`config.mk`:
```
export PLATFORM = sky130hd
export DESIGN_NAME = stable_priority_process_queue
export DESIGN_NICKNAME = d
export VERILOG_FILES = /design/src/rtl/core/sppq_pkg.sv /design/src/rtl/core/stable_priority_process_queue.sv /design/src/rtl/core/sppq_slot_ram.sv /design/src/rtl/core/sppq_walker.sv
export SDC_FILE = /design/constraint.sdc
export NUM_CORES = 1
export LEC_CHECK = 0
export BUFFER_PORTS_ARGS = -buffer_cell sky130_fd_sc_hd__buf_2
export CORE_MARGIN = 3
export CORE_UTILIZATION = 35
export CTS_BUF_LIST = sky130_fd_sc_hd__clkbuf_4 sky130_fd_sc_hd__clkbuf_8
export DETAILED_ROUTE_END_ITERATION = 8
export GPL_TIMING_DRIVEN = 1
export SETUP_SLACK_MARGIN = 0.02
export SLEW_MARGIN = 30
export SYNTH_ARGS = -nofsm -noshare
export SYNTH_HDL_FRONTEND = slang
export SYNTH_SLANG_ARGS = --single-unit
```
`constraint.sdc`:
```
create_clock -name clk -period 3.85 [get_ports clk]
set_input_delay 0.77 -clock clk [delete_from_list [all_inputs] [get_ports clk]]
set_output_delay 0.77 -clock clk [all_outputs]
set_load 0.01 [all_outputs]
```
`src/rtl/core/sppq_pkg.sv`:
```
`timescale 1ns / 1ps
// ----------------------------------------------------------------------------
// sppq_pkg
// Types, sizes and operation codes shared by the priority queue modules.
// ----------------------------------------------------------------------------
package sppq_pkg;

	localparam int QUEUE_DEPTH = 16;
	localparam int PRIO_BITS   = 8;

	localparam int ID_W   = 4;
	localparam int IN_PRIO_W = 8;
	localparam int IDX_W  = (QUEUE_DEPTH > 1) ? $clog2(QUEUE_DEPTH) : 1;
	localparam int CNT_W  = $clog2(QUEUE_DEPTH + 1);

	localparam logic [1:0] FUNC_INSERT    = 2'd0;
	localparam logic [1:0] FUNC_POP_HEAD  = 2'd1;
	localparam logic [1:0] FUNC_PEEK_HEAD = 2'd2;
	localparam logic [1:0] FUNC_REMOVE_ID = 2'd3;

	typedef logic [ID_W-1:0]      id_t;
	typedef logic [PRIO_BITS-1:0] prio_t;
	typedef logic [IDX_W-1:0]     idx_t;
	typedef logic [CNT_W-1:0]     cnt_t;

	typedef struct packed {
		id_t   id;
		prio_t prio;
	} slot_t;

	typedef struct packed {
		logic  en;
		idx_t  addr;
		slot_t data;
	} slot_wr_t;

	typedef struct packed {
		logic [1:0] func;
		id_t        id;
		prio_t      prio;
	} cmd_t;

	typedef struct packed {
		logic hit;
		id_t  out_id;
		logic queue_empty;
		logic overflow;
	} res_t;

	// low PRIO_BITS bits of the input priority, zero extended when wider
	function automatic prio_t prio_of(input logic [IN_PRIO_W-1:0] p);
		logic [PRIO_BITS+IN_PRIO_W-1:0] w;
		w = {{PRIO_BITS{1'b0}}, p};
		return w[PRIO_BITS-1:0];
	endfunction

endpackage

```
`src/rtl/core/stable_priority_process_queue.sv`:
```
`timescale 1ns / 1ps
// ----------------------------------------------------------------------------
// stable_priority_process_queue
// Ready queue of process ids in descending priority, equal priorities FIFO.
// Insert walks the slot store backward from the tail to the insert point;
// pop and remove-by-id walk forward over every occupied slot; peek reads
// only the head, and skips the read when the queue is empty.
// One item at a time: s_tready is high only while the sequencer is idle.
// Reset empties the queue at once; the slot store itself is not cleared.
// ----------------------------------------------------------------------------
module stable_priority_process_queue (
	input  logic        clk,
	input  logic        arst_n,
	input  logic        s_tvalid,
	output logic        s_tready,
	input  logic [15:0] s_tdata,  // proc_id[3:0], prio[11:4], zero pad
	input  logic [1:0]  s_tuser,  // func[1:0]
	output logic        m_tvalid,
	input  logic        m_tready,
	output logic [7:0]  m_tdata   // hit[0], out_id[4:1], queue_empty[5], overflow[6], pad
);
	import sppq_pkg::*;

	cmd_t     cmd;
	res_t     res;
	logic     res_valid;
	logic     res_ready;
	slot_wr_t wr;
	idx_t     raddr;
	slot_t    rdata;

	logic     m_tvalid_q;
	res_t     m_res_q;

	assign cmd.func = s_tuser;
	assign cmd.id   = s_tdata[ID_W-1:0];
	assign cmd.prio = prio_of(s_tdata[ID_W+IN_PRIO_W-1:ID_W]);

	// output register frees as soon as the downstream beat is taken
	assign res_ready = !m_tvalid_q || m_tready;

	sppq_walker u_walker (
		.clk       (clk),
		.arst_n    (arst_n),
		.cmd_valid (s_tvalid),
		.cmd_ready (s_tready),
		.cmd       (cmd),
		.res_valid (res_valid),
		.res_ready (res_ready),
		.res       (res),
		.wr        (wr),
		.raddr     (raddr),
		.rdata     (rdata)
	);

	sppq_slot_ram u_slot_ram (
		.clk   (clk),
		.wr    (wr),
		.raddr (raddr),
		.rdata (rdata)
	);

	always_ff @(posedge clk or negedge arst_n) begin
		if (!arst_n) begin
			m_tvalid_q <= 1'b0;
		end else if (res_ready) begin
			m_tvalid_q <= res_valid;
		end
	end

	always_ff @(posedge clk) begin
		if (res_ready && res_valid) begin
			m_res_q <= '{hit: res.hit, out_id: res.out_id,
				queue_empty: res.queue_empty, overflow: res.overflow};
		end
	end

	assign m_tvalid = m_tvalid_q;
	assign m_tdata  = {1'b0, m_res_q.overflow, m_res_q.queue_empty,
		m_res_q.out_id, m_res_q.hit};

endmodule

```
`src/rtl/core/sppq_slot_ram.sv`:
```
`timescale 1ns / 1ps
// ----------------------------------------------------------------------------
// sppq_slot_ram
// Slot store of the queue: one write port, one read port, registered read.
// ----------------------------------------------------------------------------
module sppq_slot_ram (
	input  logic              clk,
	input  sppq_pkg::slot_wr_t wr,
	input  sppq_pkg::idx_t    raddr,
	output sppq_pkg::slot_t   rdata
);
	import sppq_pkg::*;

	slot_t mem_q [QUEUE_DEPTH];

	always_ff @(posedge clk) begin
		if (wr.en) begin
			mem_q[wr.addr] <= wr.data;
		end
	end

	always_ff @(posedge clk) begin
		rdata <= mem_q[raddr];
	end

endmodule

```
`src/rtl/core/sppq_walker.sv`:
```
`timescale 1ns / 1ps
// ----------------------------------------------------------------------------
// sppq_walker
// Sequencer that walks the slot store one slot a cycle through a single
// priority compare and id match unit, shifting entries as it goes.
// ----------------------------------------------------------------------------
module sppq_walker (
	input  logic              clk,
	input  logic              arst_n,
	input  logic              cmd_valid,
	output logic              cmd_ready,
	input  sppq_pkg::cmd_t    cmd,
	output logic              res_valid,
	input  logic              res_ready,
	output sppq_pkg::res_t    res,
	output sppq_pkg::slot_wr_t wr,
	output sppq_pkg::idx_t    raddr,
	input  sppq_pkg::slot_t   rdata
);
	import sppq_pkg::*;

	localparam logic [2:0] ST_IDLE = 3'd0;
	localparam logic [2:0] ST_INS  = 3'd1;
	localparam logic [2:0] ST_PUT0 = 3'd2;
	localparam logic [2:0] ST_FWD  = 3'd3;
	localparam logic [2:0] ST_FIN  = 3'd4;

	logic [2:0] state_q, state_d;
	cnt_t       cnt_q, cnt_d;
	idx_t       k_q, k_d;
	logic       found_q, found_d;
	cmd_t       cmd_q, cmd_d;
	res_t       res_q, res_d;

	cnt_t cnt_m1;
	idx_t last_idx;
	logic higher;
	logic match;
	logic is_last;

	assign cnt_m1   = cnt_q - CNT_W'(1);
	assign last_idx = cnt_m1[IDX_W-1:0];
	// shared compare unit
	assign higher   = cmd_q.prio > rdata.prio;
	assign match    = (cmd_q.func == FUNC_POP_HEAD) ? (k_q == '0) : (rdata.id == cmd_q.id);
	assign is_last  = (k_q == last_idx);

	assign cmd_ready = (state_q == ST_IDLE);
	assign res_valid = (state_q == ST_FIN);
	// the count is already final once the sequencer sits in ST_FIN
	assign res       = '{hit: res_q.hit, out_id: res_q.out_id,
		queue_empty: (cnt_q == '0), overflow: res_q.overflow};

	always_comb begin
		state_d = state_q;
		cnt_d   = cnt_q;
		k_d     = k_q;
		found_d = found_q;
		cmd_d   = cmd_q;
		res_d   = res_q;
		raddr   = k_q;
		wr      = '0;
		case (state_q)
			ST_IDLE: begin
				if (cmd_valid) begin
					cmd_d   = cmd;
					res_d   = '0;
					found_d = 1'b0;
					if (cmd.func == FUNC_INSERT) begin
						if (cnt_q == CNT_W'(QUEUE_DEPTH)) begin
							res_d.overflow = 1'b1;
							state_d = ST_FIN;
						end else if (cnt_q == '0) begin
							wr.en   = 1'b1;
							wr.addr = '0;
							wr.data = '{id: cmd.id, prio: cmd.prio};
							cnt_d   = cnt_q + CNT_W'(1);
							res_d.hit = 1'b1;
							state_d = ST_FIN;
						end else begin
							raddr   = last_idx;
							k_d     = last_idx;
							state_d = ST_INS;
						end
					end else if (cnt_q == '0) begin
						state_d = ST_FIN;
					end else begin
						raddr   = '0;
						k_d     = '0;
						state_d = ST_FWD;
					end
				end
			end
			ST_INS: begin
				// walk from the back, moving lower priorities up one slot
				wr.en   = 1'b1;
				wr.addr = k_q + IDX_W'(1);
				if (higher) begin
					wr.data = rdata;
					if (k_q == '0) begin
						state_d = ST_PUT0;
					end else begin
						raddr = k_q - IDX_W'(1);
						k_d   = k_q - IDX_W'(1);
					end
				end else begin
					wr.data   = '{id: cmd_q.id, prio: cmd_q.prio};
					cnt_d     = cnt_q + CNT_W'(1);
					res_d.hit = 1'b1;
					state_d   = ST_FIN;
				end
			end
			ST_PUT0: begin
				wr.en     = 1'b1;
				wr.addr   = '0;
				wr.data   = '{id: cmd_q.id, prio: cmd_q.prio};
				cnt_d     = cnt_q + CNT_W'(1);
				res_d.hit = 1'b1;
				state_d   = ST_FIN;
			end
			ST_FWD: begin
				if (cmd_q.func == FUNC_PEEK_HEAD) begin
					res_d.hit    = 1'b1;
					res_d.out_id = rdata.id;
					state_d      = ST_FIN;
				end else begin
					// once the entry is found, every later one moves down a slot
					if (found_q) begin
						wr.en   = 1'b1;
						wr.addr = k_q - IDX_W'(1);
						wr.data = rdata;
					end else if (match) begin
						found_d      = 1'b1;
						res_d.hit    = 1'b1;
						res_d.out_id = rdata.id;
					end
					if (is_last) begin
						if (found_q || match) begin
							cnt_d = cnt_m1;
						end
						state_d = ST_FIN;
					end else begin
						raddr = k_q + IDX_W'(1);
						k_d   = k_q + IDX_W'(1);
					end
				end
			end
			ST_FIN: begin
				if (res_ready) begin
					state_d = ST_IDLE;
				end
			end
			default: begin
				state_d = ST_IDLE;
			end
		endcase
	end

	always_ff @(posedge clk or negedge arst_n) begin
		if (!arst_n) begin
			state_q <= ST_IDLE;
			cnt_q   <= '0;
		end else begin
			state_q <= state_d;
			cnt_q   <= cnt_d;
		end
	end

	always_ff @(posedge clk) begin
		k_q     <= k_d;
		found_q <= found_d;
		cmd_q   <= cmd_d;
		res_q   <= res_d;
	end

endmodule
```
* Word-level counts from Yosys, hierarchy flattened
Memory sizes are Yosys's and may differ from the RTL's. A register that Yosys moved wholly into a read port is not among the register bits.
Index checks and enable logic that the tools add are counted.
W data, S select, Z words.
** Storage, ports and cells
- Word-level logic and storage cells :: 117
- Bits in registers :: 41
- Output and inout port bits :: 10
- RAM bits :: 192
- Memories :: 1
- Input port bits :: 22
** Memory list
- u_slot_ram.mem_q :: words 16, bits a word 12, read ports 1, clocked after Yosys merged registers in 1, wr ports 1, line sppq_slot_ram.sv:14 : slot_t mem_q [QUEUE_DEPTH];
** Cells by class
- Order comparisons :: 1
- Multiplexer cells :: 58
- Eq/ne operators :: 22
- Add/sub/neg operators :: 4
- Reductions and logical operators :: 16
** Operators by type and width (number)
- $mux W17 :: 6
- $pmux W17 S4 :: 1
- $mux W5 :: 11
- $mux W4 :: 9
- $mux W3 :: 10
- $pmux W5 S4 :: 1
- $pmux W3 S5 :: 1
- $mux W1 :: 13
- $mux W12 :: 1
- $pmux W4 S3 :: 1
- $ne A2 B1 Y1 const B :: 5
- $reduce_and A9 Y1 :: 1
- $eq A4 B4 Y1 :: 2
- $gt A8 B8 Y1 :: 1
- $ne A2 B2 Y1 const B :: 4
- $pmux W4 S2 :: 1
- $reduce_and A4 Y1 :: 2
- $mux W7 :: 1
- $eq A3 B2 Y1 const B :: 2
- $ne A3 B1 Y1 const B :: 2
- $ne A3 B3 Y1 const B :: 2
- $add A5 B1 Y5 const B :: 1
- $eq A5 B5 Y1 const B :: 1
- $logic_not A5 Y1 :: 1
- 20 further kinds :: 21

* Longest topological paths before layout
Gate-level depths: netlist (run 1).
- Word-level depth :: 8
- Depth in mapped cells :: 14
- Mapped depth without buffers :: 12

* Hierarchy
A second synthesis (run 1) with hierarchy kept.
** Second synthesis, totals
- Cell total of the unflattened synthesis :: 612
- Area, all modules :: 10293.6 sq um
** Modules (own cells, without submodules)
- sppq_slot_ram :: instances 1, cells an instance 329, seq. area each 6005.8 sq um, area each 7599.8 sq um
- sppq_walker :: instances 1, cells an instance 270, seq. area each 910.9 sq um, area each 2418.6 sq um
- stable_priority_process_queue :: instances 1, cells an instance 13, seq. area each 235.2 sq um, area each 275.3 sq um

* Least setup slack after synthesis (run 1)
No wires, ideal clock.
- Kind :: register -> register
- From :: register u_walker.state_q[2]
- To :: memory u_slot_ram.mem_q[10][0] (netlist name) (enable)
- Cell stages (with the launch flop) :: 11
- Library setup time :: 0.380 ns
- Clock period less this slack :: 3.102 ns
- Slack :: 0.748 ns
- Arrival time :: 2.722 ns
- Buffers on the path :: 3
- Required time :: 3.470 ns
- Cells stage by stage :: dfrtp_1 -> buf_2 -> or2_2 -> clkbuf_1 -> nor2_1 -> and2_1 -> clkbuf_1 -> a221oi_1 -> o21a_1 -> or2_2 -> nor2_1
** On the way
- Word-level cells in the longest chain between the ends :: 4
- Elaborated cells between the ends (all ways) :: 7
- Those cells by class :: eq/ne: 3; mux: 3; reduce/logical: 1
** Ends and longest elaborated chain
- start: declaration :: line sppq_walker.sv:28 : logic [2:0] state_q, state_d;
- start signal: assignment :: line sppq_walker.sv:164 : state_q <= state_d;
- $eq A3 B2 Y1, or another cell as far along :: line sppq_walker.sv:63 : case (state_q)
- $pmux W17 S4 * :: line sppq_walker.sv:63
- $mux W1 :: line sppq_slot_ram.sv:17 : if (wr.en) begin
- $mux W1 (not written as such) :: line sppq_slot_ram.sv:18 : mem_q[wr.addr] <= wr.data;
- end: declaration :: line sppq_slot_ram.sv:14
Every way passes the cells marked *; elsewhere a longest branch is shown, timed or not.

* Worst setup path in the final report (run 1)
- From :: register u_walker.cnt_q[1]
- To :: register u_slot_ram.rdata[6] (netlist name)
** On the way
- Word-level cells in the longest chain between the ends :: 6
- Elaborated cells between the ends (all ways) :: 12
- Those cells by class :: add/sub: 1; eq/ne: 2; mux: 8; reduce/logical: 1
** Ends and longest elaborated chain
- start: declaration :: line sppq_walker.sv:29 : cnt_t cnt_q, cnt_d;
- start signal: assignment :: line sppq_walker.sv:165 : cnt_q <= cnt_d;
- $sub A5 B1 Y5 / $logic_not A5 Y1 (equally long branches) :: line sppq_walker.sv:41, sppq_walker.sv:73, sppq_walker.sv:85
- $mux W4 (4 in a row)
- $pmux W4 S3 *
Marked as above.
A chain may end at the register's enable or synchronous reset.

==> impl_summary.md, run 1 <==
Outcome
The flow ran to the end, and the final reports show no timing, DRC or antenna violations.

Min path
The tightest min-delay check is of the input pin to asynchronous set/reset pin type.

Floorplanning
The top-level I/O count is 32. The floorplan die area is 32000 um2. The floorplan step set the die width to 179 um. Measured along the y axis, the die boundary spans 179 um. The number of standard-cell rows in the floorplan is 62.

The core box area is 29100 um2. For this configuration, the core starts out at a cell density of 36.0%.

Yosys
The cell area after synthesis is 10500 um2. Counting distinct cell types in the post-synthesis netlist gives 67. After synthesis, the cell types taking the most area are sky130_fd_sc_hd__edfxtp_1 63%, sky130_fd_sc_hd__mux2i_1 3.6%, sky130_fd_sc_hd__nand2_1 3.3%. After synthesis, the largest family of logic cells by area is compound AO/OA/AOI/OAI gates. After technology mapping, the gate count stands at 765. The portion of synthesized area spent on multiplexers is 3.74%. Yosys printed 0 warnings. The largest area contributor in the netlist is sky130_fd_sc_hd__edfxtp_1. The synthesized-area fraction occupied by ao, oa, aoi and oai cells is 12.8%.

The synthesized net count is 800. After Yosys synthesis, XOR and XNOR cells account for 1.39% of the synthesized area. In this run, synthesis produced a sequential element count of 245. The synthesized design contains 220 enable-type register cells. Counting flops with an async set or reset pin after synthesis yields a share of 3.67%. For this run, the leading register cell type out of synthesis is sky130_fd_sc_hd__edfxtp_1.

The area fraction of the dominant cell type after synthesis is 63.1%. The arithmetic-cell share of the synthesized area counting full adders, half adders and majority gates is 1.55%. Summing the sequential cell areas from Yosys gives 68.3% of the chip area. The mean instance size in the synthesized netlist is 13.7 um2. Of the total synthesized cell area, the portion taken by AND, OR, NAND and NOR gates is 8.69%.

Cells and area
The total non-filler cell area in the finished layout is 12100 um2. Relative to the synthesized area, the layout overhead comes to 15.3%. The number of non-filler instances in the completed layout is 1244. The final core utilization is 41.5%. The final layout contains 864 nets. The share of layout cells above drive strength 1 is 17.2%. The count of antenna diodes in the layout is 0.

Place
Routability-driven placement finished with a final weighted congestion of 0.817. The detailed placement HPWL is 15400 um. Before CTS, the worst setup slack after placement is 0.261 ns. During placement, the flow inserted port buffers numbering 26.

The number of placed instances with taps included is 1168. Summing all placed instances gives a cell area of 11200 um2.

Setup path
In this run the critical register-to-register path is captured at u_slot_ram.rdata[6]. The worst register-to-register path has a depth of 13. The critical path data arrival time is 3.97 ns. STA classifies the critical path startpoint as a flip-flop. Data on the critical path is required at its endpoint by 4.24 ns. The register-to-register setup slack is 0.28 ns. The worst setup path is of the flip-flop to flip-flop kind. The start of the worst register-to-register path is u_walker.cnt_q[1]. In this run the worst path has a maximum fanout of 40. The type of element capturing the critical path is a flip-flop.

Detailed routing
Summed over all layers, the routed wires come to 25000 um. In this run the remaining antenna-violating nets after routing total 0. The routed via count divided by cell count is 5.29. The number of design rule violations left after detail routing is 0. The first TritonRoute pass finished after 8 iterations. In the final routed layout, each cell accounts on average for 20.1 um.

For this block, the initial DRC count from the detailed router was 535. The via total after detailed routing is 6575.

Timing
The worst-case headroom to the max-slew limit is 39.4%. Between clock sinks in the finished design, the worst skew comes to 0.0228 ns. Setup slack on the critical path of the routed design comes to 0.278 ns. The measured slew at the worst slew-check pin is 0.910 ns. For the final routed database, the setup TNS stands at 0 ns. The peak clock frequency supported by timing is 280 MHz. The number of pins with negative max-slew slack in the final report is 0. Setup violations remaining at the end of the flow were counted as 0. The share of the cycle needed by the critical path after routing is 92.8%.

The final critical-path required period is 3.57 ns. Setup repair after global routing left no endpoint under its margin. The final-report hold violation count is 0.

Pwr
The power share of the clock group is 20.0%. The analysis attributes to cell leakage a power of 4.48 nW. The combinational power share is 42.0%.

The internal power consumption is 7.07 mW. The switching share of total power is 38.1%. Power spread over the standard cell area amounts to 947 nW/um2. The sequential fraction of design power is 38.0%. For this design the total switching power over the nets is 4.36 mW. The worst ir drop on vdd is 0.000326 V.

CTS
Counting every sink on the clock net gives 245. Clock tree synthesis inserted a total of 41 buffers. For the worst-skew pair, the clock arrives at the later sink with an insertion delay of 0.53 ns. The buffer depth of the longest clock path is 3. The clock-pin slew reported for the worst setup and hold paths after clock tree synthesis is 0.06 ns.

The TritonCTS clock tree is yes. The number of H-tree levels is 2. In this run the clock root is driven by a sky130_fd_sc_hd__clkbuf_8.

Global routing
The initial antenna violation count is 0. The via count of the first global-routing pass is 6453. The first global-routing pass estimated 37600 um of wire. The leftover overflow at the end of global routing is 0. The aggregate global-route resource usage is 15.6%. The maximum number of pins on one net before global-route repair is 53.

Job
The max capacitance violation total is 0.
synth_stat cells (2+ instances only):
cell	number
sky130_fd_sc_hd__o31ai_1	2
sky130_fd_sc_hd__nand3_1	2
sky130_fd_sc_hd__or3_1	5
sky130_fd_sc_hd__nand2b_1	7
sky130_fd_sc_hd__inv_2	2
sky130_fd_sc_hd__and2_1	8
sky130_fd_sc_hd__o311ai_1	2
sky130_fd_sc_hd__nand2_1	92
sky130_fd_sc_hd__dfxtp_1	16
sky130_fd_sc_hd__o21ai_0	11
sky130_fd_sc_hd__nand4_1	5
sky130_fd_sc_hd__buf_4	6
sky130_fd_sc_hd__buf_2	18
sky130_fd_sc_hd__or2_2	2
sky130_fd_sc_hd__a2111o_1	12
sky130_fd_sc_hd__a31oi_1	4
sky130_fd_sc_hd__buf_6	3
sky130_fd_sc_hd__a311o_1	2
sky130_fd_sc_hd__nor2b_1	9
sky130_fd_sc_hd__inv_1	29
sky130_fd_sc_hd__mux2i_1	38
sky130_fd_sc_hd__edfxtp_1	220
sky130_fd_sc_hd__or3b_1	2
sky130_fd_sc_hd__or2_1	2
sky130_fd_sc_hd__a21oi_1	61
sky130_fd_sc_hd__xnor2_1	7
sky130_fd_sc_hd__a22oi_1	2
sky130_fd_sc_hd__a32oi_1	12
sky130_fd_sc_hd__xor2_1	7
sky130_fd_sc_hd__o41ai_1	2
sky130_fd_sc_hd__dfrtp_1	9
sky130_fd_sc_hd__a21o_1	3
sky130_fd_sc_hd__a222oi_1	12
sky130_fd_sc_hd__nor3b_1	2
sky130_fd_sc_hd__nor2_1	40
sky130_fd_sc_hd__and3_1	3
sky130_fd_sc_hd__clkbuf_1	20
sky130_fd_sc_hd__nor3_1	5
sky130_fd_sc_hd__o31a_1	3
sky130_fd_sc_hd__ha_1	13
sky130_fd_sc_hd__a221oi_1	39
metrics by stage:
| step | hold slack [ns] | power (mW) |
|---|---|---|
| after global placement | 0.401 | 9.08 |
| after detailed placement | 0.406 | 9.17 |
| after floorplan | 0.400 | 7.61 |
| after CTS | 0.0687 | 11.5 |
| final | 0.0891 | 11.4 |
| after global routing | 0.0874 | 12.1 |
routing by layer:
metal / GRT usage, % / routed length [um]
met2: 26.1 / 12200
met5: 0 / 0
met1: 20.9 / 10900
met3: 3.01 / 1450
met4: 4.09 / 415
registers in the layout (all words and copies together), names as in the netlist:
name              cells
u_slot_ram.rdata     12
u_walker.res          6
u_walker.cnt_q        5
u_walker.cmd_q       14
u_slot_ram.mem_q    192
u_walker.state_q      3
u_walker.k_q          4
m_tdata               7
m_tvalid              1
u_walker.found_q      1
what timing repair did:
item	in CTS	in global routing
buffers inserted	0	2
gates resized for setup	0	0
hold buffers	0	0
setup endpoints to repair	0	7
cell type report:
class                      instances  area (um2)
tap                              384         480
clock inverter                     8        35.0
timing repair buffer              69         528
fill                            2677       17000
multi-input combinational        441        2960
clock buffer                      66         796
sequential                       245        7150
inverter                          31         116
power groups by stage:
stage,Combinational [mW],Sequential (mW),Clock (mW)
final,4.80,4.34,2.29
after global placement,4.71,4.37,0
after floorplan,3.34,4.27,0
after CTS,4.80,4.34,2.34
after detailed placement,4.78,4.39,0
after global routing,5.25,4.41,2.47
kinds of logic (layout without fill, tap and decap cells):
family                   count (synthesis)  count (layout)
AO/OA/AOI/OAI                          180             180
XOR/XNOR                                15              15
adder cells (fa/ha/maj)                 13              13
buffers and inverters                   79             174
flip-flops                             245             245
multiplexers                            39              39
other                                    1               1
AND/OR/NAND/NOR                        193             193
worst max-delay path: stages (launching register included):
cell and delay, ns:
sky130_fd_sc_hd__dfrtp_1 0.44, sky130_fd_sc_hd__inv_1 0.11, sky130_fd_sc_hd__ha_1 0.24, sky130_fd_sc_hd__xnor2_1 0.29, sky130_fd_sc_hd__xnor2_1 0.25, sky130_fd_sc_hd__a311o_1 0.32, sky130_fd_sc_hd__o31ai_1 0.14, sky130_fd_sc_hd__or3_1 0.39
sky130_fd_sc_hd__nand2_4 0.25, sky130_fd_sc_hd__inv_2 0.09, sky130_fd_sc_hd__buf_12 0.19, sky130_fd_sc_hd__nand2_1 0.09, sky130_fd_sc_hd__a32oi_1 0.16, sky130_fd_sc_hd__a2111o_1 0.44
worst max-delay path by stage:
stage | startpoint | endpoint | slack [ns]
3_3_place_gp | u_slot_ram.rdata[1] | u_slot_ram.mem_q[12][6] | 0.25
3_5_place_dp | u_walker.cnt_q[1] | u_slot_ram.rdata[6] | 0.26
6_report | u_walker.cnt_q[1] | u_slot_ram.rdata[6] | 0.28
2_1_floorplan | u_walker.state_q[2] | u_slot_ram.mem_q[10][0] | 0.75
5_1_grt | u_walker.cnt_q[1] | u_slot_ram.rdata[11] | 0.07
4_1_cts | u_walker.cnt_q[1] | u_slot_ram.rdata[6] | 0.25
layout by cell type, fill, tap and decap left out, types with 8 or more instances in the layout:
cell / instances
sky130_fd_sc_hd__nand2_1: 92
sky130_fd_sc_hd__clkbuf_8: 48
sky130_fd_sc_hd__a32oi_1: 12
sky130_fd_sc_hd__dfrtp_1: 9
sky130_fd_sc_hd__ha_1: 13
sky130_fd_sc_hd__a221oi_1: 39
sky130_fd_sc_hd__and2_1: 8
sky130_fd_sc_hd__edfxtp_1: 220
sky130_fd_sc_hd__buf_2: 26
sky130_fd_sc_hd__a222oi_1: 12
sky130_fd_sc_hd__dfxtp_1: 16
sky130_fd_sc_hd__mux2i_1: 38
sky130_fd_sc_hd__a21oi_1: 61
sky130_fd_sc_hd__clkbuf_4: 18
sky130_fd_sc_hd__a2111o_1: 12
sky130_fd_sc_hd__inv_1: 29
sky130_fd_sc_hd__nor2_1: 39
sky130_fd_sc_hd__nor2b_1: 9
sky130_fd_sc_hd__buf_4: 37
sky130_fd_sc_hd__o21ai_0: 11
(Power assumes the default switching activity.)
==> inputs of run 2 (changes only) <==
- CAP_MARGIN: unset -> 10
- CELL_PAD_IN_SITES_DETAIL_PLACEMENT: unset -> 0
- CELL_PAD_IN_SITES_GLOBAL_PLACEMENT: unset -> 1
- PLACE_DENSITY_LB_ADDON: unset -> 0.1
==> impl_summary.md, run 2 (synthesized netlist as in run 1, its figures left out) <==
Detailed routing
The total routed wire length on the met1 layer is 12600 um. The routed wirelength normalized by instance count is 21.4 um. The number of design rule violations left after detail routing is 0. The met2 wire length is 12200 um.

The routed layout has 6781 vias. After detailed routing, the number of vias per cell comes to 5.37. The number of optimization iterations in the first detailed-route pass is 6. Detailed routing placed a total of 1590 um of wire on met3. After detailed routing, the total wire length is 27000 um. In this run, the number of DRC markers left after iteration 0 of detailed routing was 573. In this run the remaining antenna-violating nets after routing total 0. Signal routing reaches up to met4.

Global routing
The initial antenna violation count is 0. Entering global routing, the biggest net connects 60 pins. The aggregate global-route resource usage is 17.1%. The first-pass GRT wire length is 40500 um. For this run the aggregate overflow at the end of global routing stands at 0. The via count of the first global-routing pass is 6647.

Timing
The clock period could shrink to 3.48 ns. The final critical path takes up 90.3% of the cycle. Measured against its own limit, the worst slew margin works out to 47.1%. For the final database, setup skew stands at 0.0280 ns.

The setup TNS is 0 ns. The tightest hold path in the finished design has a slack of 0.0812 ns. Across all setup checks in the final design, the least slack found is 0.374 ns. The final-report hold violation count is 0. Static timing analysis puts the maximum clock frequency at 288 MHz. Setup violations remaining at the end of the flow were counted as 0. Setup repair after global routing left no endpoint under its margin. The number of pins with negative max-slew slack in the final report came to 0. At the pin with the least slew margin, the transition time is 0.792 ns.

Cells and area
The layout net count is 877. The leading cell type in the layout, fill and taps excluded is sky130_fd_sc_hd__edfxtp_1. The largest registers in the layout are u_slot_ram.mem_q: 192 flops, u_walker.cmd_q: 14 flops, u_slot_ram.rdata: 12 flops. In the layout the commonest cells are 220 x sky130_fd_sc_hd__edfxtp_1, 92 x sky130_fd_sc_hd__nand2_1, 61 x sky130_fd_sc_hd__a21oi_1, 49 x sky130_fd_sc_hd__clkbuf_8, 45 x sky130_fd_sc_hd__buf_4.

The register with the most flip-flops in the layout has 192 of them. Ranked by flip-flop count, first place goes to u_slot_ram.mem_q. The share of layout cells above drive strength 1 is 18.5%.

The repair_antennas step left the layout with diodes totalling 0. The area added between synthesis and finish is 17.3%.

Setup path
For the worst setup path, the data arrival time is 3.89 ns. The data required time at the worst endpoint is 4.26 ns. The largest fanout on the critical path is 22. The type of element capturing the critical path is a flip-flop. The worst setup path is launched from a flip-flop. The type of the worst setup path is flip-flop to flip-flop.

Pwr
IR analysis of the VDD net gives a maximum drop of 0.000430 V. The power spent charging and discharging nets is 4.55 mW. The static leakage is 4.59 nW. Of the total power, registers draw 36.6%. The power density over the cells is 969 nW/um2. The power share of the clock group is 21.4%.

The switching share of total power is 38.2%. Combinational logic burns 42.0% of the power. The total power after layout is 11.9 mW. The internal portion of the total power is 7.36 mW.

CTS
The post-CTS setup buffer count is 0. The number of clock buffers inserted by TritonCTS is 44. The number of H-tree levels is 2. The buffer depth of the longest clock path is 3. The tree is rooted in a sky130_fd_sc_hd__clkbuf_8. The insertion delay of the later-clocked pin in the worst-skew pair is 0.55 ns.

TritonCTS built the clock tree. The clock-pin slew reported for the worst setup and hold paths after clock tree synthesis is 0.06 ns. The number of sinks driven by the clock tree is 245.

Job
Across the run, the number of max-cap violations was 0.

Place
Timing analysis after detailed placement gives a worst setup slack of 0.300 ns. Detailed placement ended at an HPWL of 17600 um. The congestion estimate from routability-driven global placement came to 0.841. The port buffer count is 26.

Outcome
The flow ran to the end, and the final reports show no timing, DRC or antenna violations.

Min path
The worst hold path belongs to the class input pin to asynchronous set/reset pin.

Floorplanning
The die extent in x is 179 um. The top-level I/O count is 32. The floorplan die area is 32000 um2.

The number of standard-cell rows in the floorplan is 62. The core box area is 29100 um2. Once the floorplan was initialized, standard cells occupied 36.0% of the core. The height of the die is 179 um.
## run 2: cell count changes in the layout (fill, tap and decap cells not counted)
cell / delta
sky130_fd_sc_hd__clkbuf_4: -5
sky130_fd_sc_hd__clkinv_2: +3
sky130_fd_sc_hd__buf_4: +8
sky130_fd_sc_hd__clkinv_1: +4
sky130_fd_sc_hd__clkbuf_8: +1
sky130_fd_sc_hd__buf_12: +2
sky130_fd_sc_hd__inv_8: +1
sky130_fd_sc_hd__clkinvlp_4: +1
sky130_fd_sc_hd__bufinv_16: +3
## run 2: final timing paths
| check | startpoint | depth (start not counted) | end | slack [ns] |
|---|---|---|---|---|
| max in group asynchronous | arst_n | 1 | u_walker.cnt_q[4] | 3.56 |
| max reg2reg | u_walker.cnt_q[1] | 12 | u_slot_ram.rdata[6] | 0.37 |
| min in group clk | u_walker.res[3] | 0 | m_tdata[2] | 0.42 |
| min reg2reg | u_walker.res[3] | 0 | m_tdata[2] | 0.42 |
| min | arst_n | 1 | u_walker.cnt_q[1] | 0.08 |
| max | u_walker.cnt_q[1] | 12 | u_slot_ram.rdata[6] | 0.37 |
## run 2: timing repair
| action | in CTS | in global routing |
|---|---|---|
| hold buffers | 0 | 0 |
| endpoints found under the setup margin | 0 | 32 |
| resized for setup | 0 | 1 |
## run 2: power by group through the flow
| stage | Sequential [mW] | Combinational, mW | Clock (mW) |
|---|---|---|---|
| after detailed placement | 4.41 | 5.03 | 0 |
| after floorplan | 4.27 | 3.34 | 0 |
| after CTS | 4.36 | 5.06 | 2.62 |
| after global routing | 4.42 | 5.50 | 2.77 |
| after global placement | 4.38 | 4.96 | 0 |
| final | 4.36 | 5.00 | 2.55 |
## run 2: cell type report
cell class                      count  area [um2]
Fill cell                        2706       16800
Sequential cell                   245        7150
Multi-Input combinational cell    441        2960
Clock buffer                       62         772
Timing Repair Buffer               79         628
Tap cell                          384         480
Clock inverter                     20         174
Inverter                           31         116
## run 2: routing by layer
layer | GRT usage [%] | up-vias
li1 | - | 3111
met1 | 23.8 | 3402
met4 | 5.58 | 0
met2 | 26.8 | 218
met5 | 0 | -
met3 | 3.52 | 50
## run 2: stage by stage
| stage | std cells | util [%] | instance area (um2) |
|---|---|---|---|
| 2_1_floorplan | 765 | - | 10500 |
| 3_3_place_gp | 1180 | 39.0 | 11300 |
| 5_1_grt | 1262 | 42.2 | 12300 |
| 4_1_cts | 1262 | 42.2 | 12300 |
| 3_5_place_dp | 1180 | 39.0 | 11300 |
| 6_report | 1262 | 42.2 | 12300 |
## run 2: critical path: stages (launching register included)
cell	delay [ns]
sky130_fd_sc_hd__dfrtp_1	0.45
sky130_fd_sc_hd__inv_1	0.11
sky130_fd_sc_hd__ha_1	0.24
sky130_fd_sc_hd__xnor2_1	0.27
sky130_fd_sc_hd__xnor2_1	0.24
sky130_fd_sc_hd__a311o_1	0.25
sky130_fd_sc_hd__o31ai_1	0.12
sky130_fd_sc_hd__or3_1	0.40
sky130_fd_sc_hd__nand2_4	0.18
sky130_fd_sc_hd__buf_4	0.32
sky130_fd_sc_hd__mux2i_1	0.23
sky130_fd_sc_hd__a221oi_1	0.12
sky130_fd_sc_hd__a2111o_1	0.41
